--- src/rtl/sem_pkg.sv ---
// ----------------------------------------------------------------------------
// sem_pkg
// Shared types and constants of the Sobel edge magnitude stream.
// ----------------------------------------------------------------------------
package sem_pkg;

   localparam int MAX_WIDTH    = 2048;
   localparam int MAX_HEIGHT   = 4096;
   localparam int COL_W        = $clog2(MAX_WIDTH);
   localparam int ROW_W        = $clog2(MAX_HEIGHT);
   localparam int WIDTH_REG_W  = 12;
   localparam int HEIGHT_REG_W = 13;
   localparam int PIX_W        = 8;
   localparam int GRAD_W       = PIX_W + 3;
   localparam int OWED_W       = 23;
   localparam int RSP_DEPTH    = 4;
   localparam int PEND_W       = $clog2(RSP_DEPTH + 1);
   localparam int CSR_ADDR_W   = 3;
   localparam int CSR_DATA_W   = 32;

   localparam logic FUNC_PIXEL = 1'b0;
   localparam logic FUNC_DRAIN = 1'b1;

   typedef enum logic {
      CSR_FRAME_WIDTH  = 1'b0,
      CSR_FRAME_HEIGHT = 1'b1
   } csr_index_type;

   typedef struct packed {
      logic             func;
      logic [PIX_W-1:0] pixel;
   } req_type;

   typedef struct packed {
      logic [PIX_W-1:0] edge_value;
      logic [11:0]      out_row;
      logic [10:0]      out_col;
      logic             last_of_frame;
   } rsp_type;

   typedef struct packed {
      logic             valid;
      logic [COL_W-1:0] addr;
      logic [PIX_W-1:0] px;
   } line_ctrl_type;

   typedef struct packed {
      logic signed [GRAD_W-1:0] gx;
      logic signed [GRAD_W-1:0] gy;
   } grad_type;

endpackage

--- src/rtl/sem_rsp_fifo.sv ---
// ----------------------------------------------------------------------------
// sem_rsp_fifo
// Small result queue that decouples the pipeline from the result channel.
// ----------------------------------------------------------------------------
module sem_rsp_fifo (
   input  logic             clock,
   input  logic             reset,
   input  logic             push,
   input  sem_pkg::rsp_type push_data,
   output logic             rsp_valid,
   input  logic             rsp_stall,
   output sem_pkg::rsp_type rsp_data
);

   localparam int PTR_W = $clog2(sem_pkg::RSP_DEPTH);

   sem_pkg::rsp_type          slot_ff [sem_pkg::RSP_DEPTH];
   logic [PTR_W-1:0]          wr_ptr_ff;
   logic [PTR_W-1:0]          wr_ptr_in;
   logic [PTR_W-1:0]          rd_ptr_ff;
   logic [PTR_W-1:0]          rd_ptr_in;
   logic [sem_pkg::PEND_W-1:0] count_ff;
   logic [sem_pkg::PEND_W-1:0] count_in;
   logic                      pop;

   always_comb begin
      pop       = (count_ff != '0) && !rsp_stall;
      wr_ptr_in = push ? wr_ptr_ff + PTR_W'(1) : wr_ptr_ff;
      rd_ptr_in = pop ? rd_ptr_ff + PTR_W'(1) : rd_ptr_ff;
      unique case ({push, pop})
         2'b10:   count_in = count_ff + sem_pkg::PEND_W'(1);
         2'b01:   count_in = count_ff - sem_pkg::PEND_W'(1);
         default: count_in = count_ff;
      endcase
   end

   always_ff @(posedge clock) begin
      if (reset) begin
         wr_ptr_ff <= '0;
         rd_ptr_ff <= '0;
         count_ff  <= '0;
      end else begin
         wr_ptr_ff <= wr_ptr_in;
         rd_ptr_ff <= rd_ptr_in;
         count_ff  <= count_in;
      end
   end

   always_ff @(posedge clock) begin
      if (push) begin
         slot_ff[wr_ptr_ff] <= push_data;
      end
   end

   assign rsp_valid = (count_ff != '0);
   assign rsp_data  = slot_ff[rd_ptr_ff];

endmodule

--- config.mk ---
export PLATFORM = sky130hd
export DESIGN_NAME = sem_rsp_fifo
export DESIGN_NICKNAME = d
export VERILOG_FILES = /design/src/rtl/sem_pkg.sv /design/src/rtl/sem_rsp_fifo.sv
export SDC_FILE = /design/constraint.sdc
export NUM_CORES = 1
export LEC_CHECK = 0
export BUFFER_PORTS_ARGS = -buffer_cell sky130_fd_sc_hd__buf_2
export CAP_MARGIN = 20
export CELL_PAD_IN_SITES_DETAIL_PLACEMENT = 1
export CELL_PAD_IN_SITES_GLOBAL_PLACEMENT = 2
export CORE_MARGIN = 5
export CORE_UTILIZATION = 47
export CTS_CLUSTER_SIZE = 24
export DETAILED_ROUTE_END_ITERATION = 7
export PLACE_DENSITY_LB_ADDON = 0.1
export SLEW_MARGIN = 20
export SYNTH_ARGS = -nofsm -noshare
export SYNTH_HDL_FRONTEND = slang
export SYNTH_SLANG_ARGS = --single-unit
--- constraint.sdc ---
create_clock -name clock -period 4.1 [get_ports clock]
set_input_delay 1.23 -clock clock [delete_from_list [all_inputs] [get_ports clock]]
set_output_delay 1.23 -clock clock [all_outputs]
set_load 0.005 [all_outputs]
## After elaboration in Yosys (flattened, before gate mapping)

Memory sizes are Yosys's and may differ from the RTL's. A register that Yosys moved wholly into a read port is not among the register bits.
Cells that the tools add are included.
Widths: inputs -> output; s select.

| storage, ports and cells | value |
|---|---|
| RAM bits | 128 |
| memories kept | 1 |
| bits in registers | 7 |
| bits of input ports | 36 |

Memory list:

| name | depth | width | read ports | clocked after memory_dff | wr ports | line | source |
|---|---|---|---|---|---|---|---|
| slot_ff | 4 | 32 | 1 | 1 | 1 | sem_rsp_fifo.sv:17 | `sem_pkg::rsp_type slot_ff [sem_pkg::RSP_DEPTH];` |

| cells by class | value |
|---|---|
| mux-type cells | 5 |
| reductions and logical operators | 4 |
| equal/unequal tests | 2 |
| add/sub/neg operators | 4 |

Operators with widths:

| cell | number |
|---|---|
| $pmux 3 s2 | 1 |
| $add 2x1->2 const B | 2 |
| $mux 2 | 2 |
| $add 3x1->3 const B | 1 |
| $reduce_bool 3->1 | 1 |
| $sub 3x1->3 const B | 1 |
| $eq 2x1->1 const B | 1 |
| $eq 2x2->1 const B | 1 |
| $mux 1 | 2 |
| $reduce_bool 2->1 | 1 |
| $logic_and 1x1->1 | 1 |
| $logic_not 1->1 | 1 |

## Depth between registers and ports, before layout

Gate-level depths: netlist of the first run.

| logic depth | value |
|---|---|
| depth after elaboration | 4 |
| gate-level depth with buffers | 8 |

## Least setup slack after synthesis of the first run

No wires, ideal clock.

| timing path | value |
|---|---|
| path kind | input -> register |
| start | in rsp_stall |
| end | reg count_ff[2] (netlist bit) |
| slack | 1564 ps |
| data arrival time | 2466 ps |
| path buffers | 0 |
| stages on the path | 7 |
| library setup time | 70 ps |
| cell sequence | nor2_1 > ha_1 > inv_1 > fa_1 > xor2_1 > or3_1 > a21oi_1 |

| on the way | value |
|---|---|
| word-level cells in the longest chain between the ends | 4 |
| elaborated cells on any way between the ends | 6 |
| those cells by class | eq/ne: 2; mux: 1; reduce/logical: 3 |

Ends and longest elaborated chain:

| item | line | source |
|---|---|---|
| start, declared | sem_rsp_fifo.sv:11 | `input logic rsp_stall,` |
| $logic_not 1->1 * | sem_rsp_fifo.sv:27 | `pop = (count_ff != '0) && !rsp_stall;` |
| $logic_and 1x1->1 * | sem_rsp_fifo.sv:27 |  |
| $eq 2x1->1 or $eq 2x2->1 (tied branches) | sem_rsp_fifo.sv:30 | `unique case ({push, pop})` |
| $pmux 3 s2 or $reduce_bool 2->1 (tied branches) | n/a |  |
| end signal, assigned | sem_rsp_fifo.sv:45 | `count_ff <= count_in;` |
| end, declared | sem_rsp_fifo.sv:22 | `logic [sem_pkg::PEND_W-1:0] count_ff;` |

Mark *: on every way between the ends. The rest lies on a longest branch, timed or not.
A chain may end at the register's enable or synchronous reset.

==> results.sh, run 1 <==
export IMPL_status="completed"
export IMPL_fin_crit_sh_pct=82.0
export IMPL_drc=0
export IMPL_cp_max_fo=21
export IMPL_placed_area_sq_mm=0.00557
export IMPL_clk_latency_ns=0.51
export IMPL_drt_iter0_markers=136
export IMPL_root_buffer="clkbuf_8"
export IMPL_cts_sinks=137
export IMPL_maxSlewHeadroom_pct=37.9
export IMPL_rr_endpoint="count_ff[2]"
export IMPL_cts_tree="built"
export IMPL_async_flop_share_pct=0
export IMPL_io_pins=69
export IMPL_yosys_top_cells_count="edfxtp_1 (128), mux4_2 (30), dfxtp_1 (9), inv_1 (7), nor2_1 (7)"
export IMPL_numCtsBuffers=17
export IMPL_synth_warnings=0
export IMPL_syn_area_sq_mm=0.00512
export IMPL_initial_core_util_pct=47.6
export IMPL_post_cts_buffers=0
export IMPL_dieArea_sq_mm=0.0131
export IMPL_final_core_util_pct=57.5
export IMPL_antenna_found_initial=0
export IMPL_min_path_cells=2
export IMPL_reg2reg_slack_ns=2.16
export IMPL_fin_crit_ns=3.36
export IMPL_vdd_drop_max_mv=0.328
export IMPL_dp_final_hpwl_um=5460
export IMPL_synth_avg_cell_area_sq_um=23.6
export IMPL_path_class="reg -> out"
export IMPL_r2r_cells=8
export IMPL_firstDrtPassIters=5
export IMPL_setup_tns_ns=0
export IMPL_hold_violations=0
export IMPL_tightest_slew_ns=0.932
export IMPL_grt_max_degree=33
export IMPL_grt_pass1_wl_um=14400
export IMPL_syn_inst=217
export IMPL_maxSlewViolCount=0
export IMPL_layout_nets=339
export IMPL_power_leakage_uw=0.00212
export IMPL_via_count=2358
export IMPL_cts_hold_buf=0
export IMPL_post_route_cell_area_sq_mm=0.00618
export IMPL_drive_above_1_share_pct=44.2
export IMPL_setup_ws_ns=0.739
export IMPL_skew_ns=0.00885
export IMPL_seq_area_sq_mm=0.00403
export IMPL_fillers=967
export IMPL_maxCapViolCount=0
export IMPL_ys_seq_area_share_pct=78.7
export IMPL_ys_ff_latch=137
export IMPL_yosysMostFrequentCell="edfxtp_1"
export IMPL_die_height_um=114
export IMPL_yosysTopAreaCellShare_pct=75.1
export IMPL_clkPwrFrac_pct=41.1
export IMPL_path_clk_slew_ns=0.06
export IMPL_place_ws_ns=1.25
export IMPL_synthSimpleGateAreaFrac_pct=1.71
export IMPL_wl_per_cell_um=20.2
export IMPL_cts_max_level=4
export IMPL_worst_setup_path_end_kind="primary output"
export IMPL_gp_congestion=0.651
export IMPL_setup_viol=0
export IMPL_synth_mux_area_share_pct=14.6
export IMPL_p_per_area_mw_per_mm2=614
export IMPL_cts_resized=0
export IMPL_synth_top_family_by_area="multiplexers"
export IMPL_fmax_mhz=298
export IMPL_viasPerCell=5.24
export IMPL_synthAdderAreaFrac_pct=1.61
export IMPL_power_switching_uw=879
export IMPL_syn2layout_area_growth_pct=20.8
export IMPL_startpoint_type="flop"
export IMPL_synth_compound_area_share_pct=0.587
export IMPL_grt_pass1_vias=2584
export IMPL_rows=38
export IMPL_p_comb_share_pct=14.3
export IMPL_synth_edff_count=128
export IMPL_rsz0062_at_grt="no"
export IMPL_cts_max_path_buffers=2
export IMPL_crit_arrival_ns=2.13
export IMPL_hp_class="reg -> reg"
export IMPL_die_w_um=114
export IMPL_reg2reg_from="count_ff[0]"
export IMPL_worstPathRequired_ns=2.87
export IMPL_yosysTopAreaCell="edfxtp_1"
export IMPL_grtUsageTotal_pct=15.3
export IMPL_overflow=0
export IMPL_n_antenna_cell=0
export IMPL_ys_flop_type="edfxtp_1"
export IMPL_synth_area_leaders="edfxtp_1 (75%), mux4_2 (13%), dfxtp_1 (3.5%), ha_1 (1.2%), buf_12 (1.2%)"
export IMPL_synth_xor_area_share_pct=0.514
export IMPL_ys_types=23
export IMPL_p_sw_share_pct=23.2
export IMPL_wl_um=9100
export IMPL_portBuffers=68
export IMPL_p_int_uw=2920
export IMPL_core_sq_mm=0.0107
export IMPL_multi_input_area_sq_um=981
export IMPL_final_antenna_net_count=0
export IMPL_seqPwrFrac_pct=44.6
export IMPL_synth_nets=259
export IMPL_worstHoldStart="rd_ptr_ff[0]"
kinds of logic after synthesis:
logic type	after synthesis
AOI/OAI and AO/OA	6
and+or+nand+nor	16
muxes	34
buffers and inverters	15
DFF	137
adders and majority gates	6
xor gates and xnor gates	3
placed cells by master (no fill, tap or decap), drive strengths merged:
cell      netlist  routed
edfxtp        128     128
buf             7      69
mux4           32      32
clkbuf          1      19
inv             7      11
dfxtp           9       9
nor2            7       7
ha              5       5
and2            4       4
a21oi           4       4
bufinv          0       4
clkinvlp        0       3
xor2            2       2
o21ai           2       2
or3             2       2
clkinv          0       2
nor3            1       1
xnor2           1       1
nor2b           1       1
nor3b           1       1
mux2            1       1
mux2i           1       1
fa              1       1
flip-flops by register name, summed over array words and instances (netlist names), named ones only:
register and flops:
slot_ff 128, count_ff 3, rd_ptr_ff 2, wr_ptr_ff 2
through the flow:
step	cells	power (uW)	hold slack [ns]
2_1_floorplan	217	2100	0.469
3_3_place_gp	418	2270	0.487
3_5_place_dp	418	2280	0.521
4_1_cts	450	3850	0.548
5_1_grt	450	3970	0.565
6_report	450	3800	0.545
power by group through the flow:
stage               Sequential, uW  Combinational [uW]  Clock (uW)
CTS                           1690                 563        1600
detailed placement            1720                 559           0
floorplan                     1670                 426           0
global placement              1720                 552           0
global route                  1700                 604        1670
finish                        1690                 544        1560
metal layers:
metal,track usage [%],share of wire (%),up-vias
met5,0,0,-
met1,19.7,41,1226
li1,-,-,1056
met3,4.60,4.7,12
met2,24.2,52,64
met4,6.65,1.6,0
worst max-delay path, cell delays in order, from the launching register on:
cell     delay [ns]
dfxtp_2        0.62
buf_12         0.27
mux4_1         0.57
buf_2          0.15
layout make-up:
cell class	instances	area share, %
Sequential cell	137	65.1
Multi-Input combinational cell	65	15.9
Clock buffer	19	6.82
Timing Repair Buffer	69	5.83
Clock inverter	13	3.10
Tap cell	140	2.83
Inverter	7	0.425
worst max path at each step:
stage / end / slack (ns) / start / cells after the start
floorplan: count_ff[2] / 1.56 / rsp_stall / 7
global placement: rsp_data[31] / 1.24 / flop / 3
detailed placement: rsp_data[31] / 1.25 / flop / 3
CTS: rsp_data[31] / 0.67 / flop / 3
global route: rsp_data[31] / 0.62 / flop / 3
finish: rsp_data[31] / 0.74 / flop / 3
(Power assumes the default switching activity.)
==> run 2, diff against run 1 <==
--- a/config.mk
+++ b/config.mk
@@ -10,7 +10,7 @@
 export CELL_PAD_IN_SITES_DETAIL_PLACEMENT = 1
 export CELL_PAD_IN_SITES_GLOBAL_PLACEMENT = 2
 export CORE_MARGIN = 5
-export CORE_UTILIZATION = 47
+export CORE_UTILIZATION = 40
 export CTS_CLUSTER_SIZE = 24
 export DETAILED_ROUTE_END_ITERATION = 7
 export PLACE_DENSITY_LB_ADDON = 0.1
==> constraint.sdc (replaced) <==
create_clock -name clock -period 2.8 [get_ports clock]
set_input_delay 0.84 -clock clock [delete_from_list [all_inputs] [get_ports clock]]
set_output_delay 0.84 -clock clock [all_outputs]
set_load 0.005 [all_outputs]
==> results.sh, run 2 (same netlist as run 1, synthesis figures left out) <==
export IMPL_antenna_found_initial=0
export IMPL_power_leakage_uw=0.00217
export IMPL_io_pins=69
export IMPL_startpoint_type="flop"
export IMPL_regMostFlops="slot_ff"
export IMPL_core_sq_mm=0.0126
export IMPL_maxSlewHeadroom_pct=69.8
export IMPL_fin_crit_sh_pct=91.7
export IMPL_numCtsBuffers=17
export IMPL_root_buffer="clkbuf_16"
export IMPL_place_ws_ns=0.406
export IMPL_die_height_um=123
export IMPL_final_common_cell="edfxtp_1"
export IMPL_n_antenna_cell=0
export IMPL_cts_max_path_buffers=2
export IMPL_firstDrtPassIters=4
export IMPL_drc=0
export IMPL_drive_above_1_share_pct=44.6
export IMPL_final_cells=488
export IMPL_die_w_um=123
export IMPL_p_per_area_mw_per_mm2=882
export IMPL_viasPerCell=4.84
export IMPL_syn2layout_area_growth_pct=23.6
export IMPL_wl_um=9400
export IMPL_layout_nets=345
export IMPL_grt_pass1_wl_um=14600
export IMPL_dieArea_sq_mm=0.0152
export IMPL_crit_arrival_ns=1.73
export IMPL_setup_tns_ns=0
export IMPL_gp_congestion=0.661
export IMPL_setup_viol=0
export IMPL_grt_pass1_vias=2574
export IMPL_status="completed"
export IMPL_final_antenna_net_count=0
export IMPL_fin_crit_ns=2.57
export IMPL_dp_final_hpwl_um=5920
export IMPL_via_count=2360
export IMPL_maxSlewViolCount=0
export IMPL_vdd_drop_max_mv=0.325
export IMPL_path_clk_slew_ns=0.05
export IMPL_portBuffers=68
export IMPL_cts_hold_buf=0
export IMPL_wl_per_cell_um=19.3
export IMPL_fmax_mhz=389
export IMPL_skew_ns=0.00709
export IMPL_grtUsageTotal_pct=13.6
export IMPL_drt_iter0_markers=105
export IMPL_rsz0062_at_grt="no"
export IMPL_cp_max_fo=8
export IMPL_clk_latency_ns=0.41
export IMPL_numPlacedInstances=456
export IMPL_worstPathRequired_ns=1.96
export IMPL_cts_tree="built"
export IMPL_hold_violations=0
export IMPL_cts_max_level=4
export IMPL_rows=41
export IMPL_tightest_slew_ns=0.453
export IMPL_setup_ws_ns=0.231
export IMPL_reg_largest_list="slot_ff x128, count_ff x3"
export IMPL_worst_setup_path_end_kind="primary output"
export IMPL_largest_register_ffs=128
export IMPL_layout_common_cells="edfxtp_1 (128), buf_2 (68), mux4_2 (30)"
export IMPL_cts_resized=0
export IMPL_grt_max_degree=25
export IMPL_hp_class="reg -> reg"
export IMPL_maxCapViolCount=0
export IMPL_initial_core_util_pct=40.7
export IMPL_cts_sinks=137
export IMPL_path_class="reg -> out"
export IMPL_post_cts_buffers=0
export IMPL_overflow=0
==> run 2: stage by stage <==
stage | util (%) | total power [uW] | hold WS, ns | cell area [sq um]
6_report | 50.3 | 5580 | 0.504 | 6320
5_1_grt | 50.3 | 5860 | 0.542 | 6320
4_1_cts | 50.3 | 5680 | 0.513 | 6320
3_3_place_gp | 45.5 | 3380 | 0.496 | 5720
2_1_floorplan | - | 3070 | 0.469 | 5120
3_5_place_dp | 45.5 | 3380 | 0.504 | 5720
==> run 2: final cells by class <==
cell class | instances | area [sq um]
clock buffer | 18 | 429
clock inverter | 14 | 179
fill | 1139 | 6240
inverter | 7 | 26.3
multi-input combinational | 65 | 981
sequential | 137 | 4030
tap | 172 | 215
timing repair buffer | 75 | 468
==> run 2: path summary, 6_finish.rpt <==
kind,start,endpoint,slack (ns),depth (start not counted)
setup / recovery,flop,rsp_data[31],0.23,3
hold / removal,count_ff[2],count_ff[2],0.50,2
setup reg to reg,count_ff[0],count_ff[2],0.96,8
hold reg to reg,count_ff[2],count_ff[2],0.50,2
==> run 2: layer usage <==
| metal | track usage [%] | share of wire [%] | routed length [um] | vias up |
|---|---|---|---|---|
| met2 | 21.6 | 50 | 4740 | 56 |
| met4 | 5.81 | 1.7 | 163 | 0 |
| li1 | - | - | - | 1065 |
| met3 | 5.44 | 4.9 | 464 | 16 |
| met5 | 0 | 0 | 0 | - |
| met1 | 16.7 | 43 | 4030 | 1223 |
==> run 2: critical path, stage by stage (launching register included) <==
cell and delay, ns:
dfxtp_2 0.35, buf_4 0.21, mux4_1 0.60, buf_2 0.15
==> run 2: power breakdown <==
part	total [uW]	internal [uW]	switching, uW
Clock	2280	1480	800
Sequential	2430	2370	57.7
Combinational	874	467	407
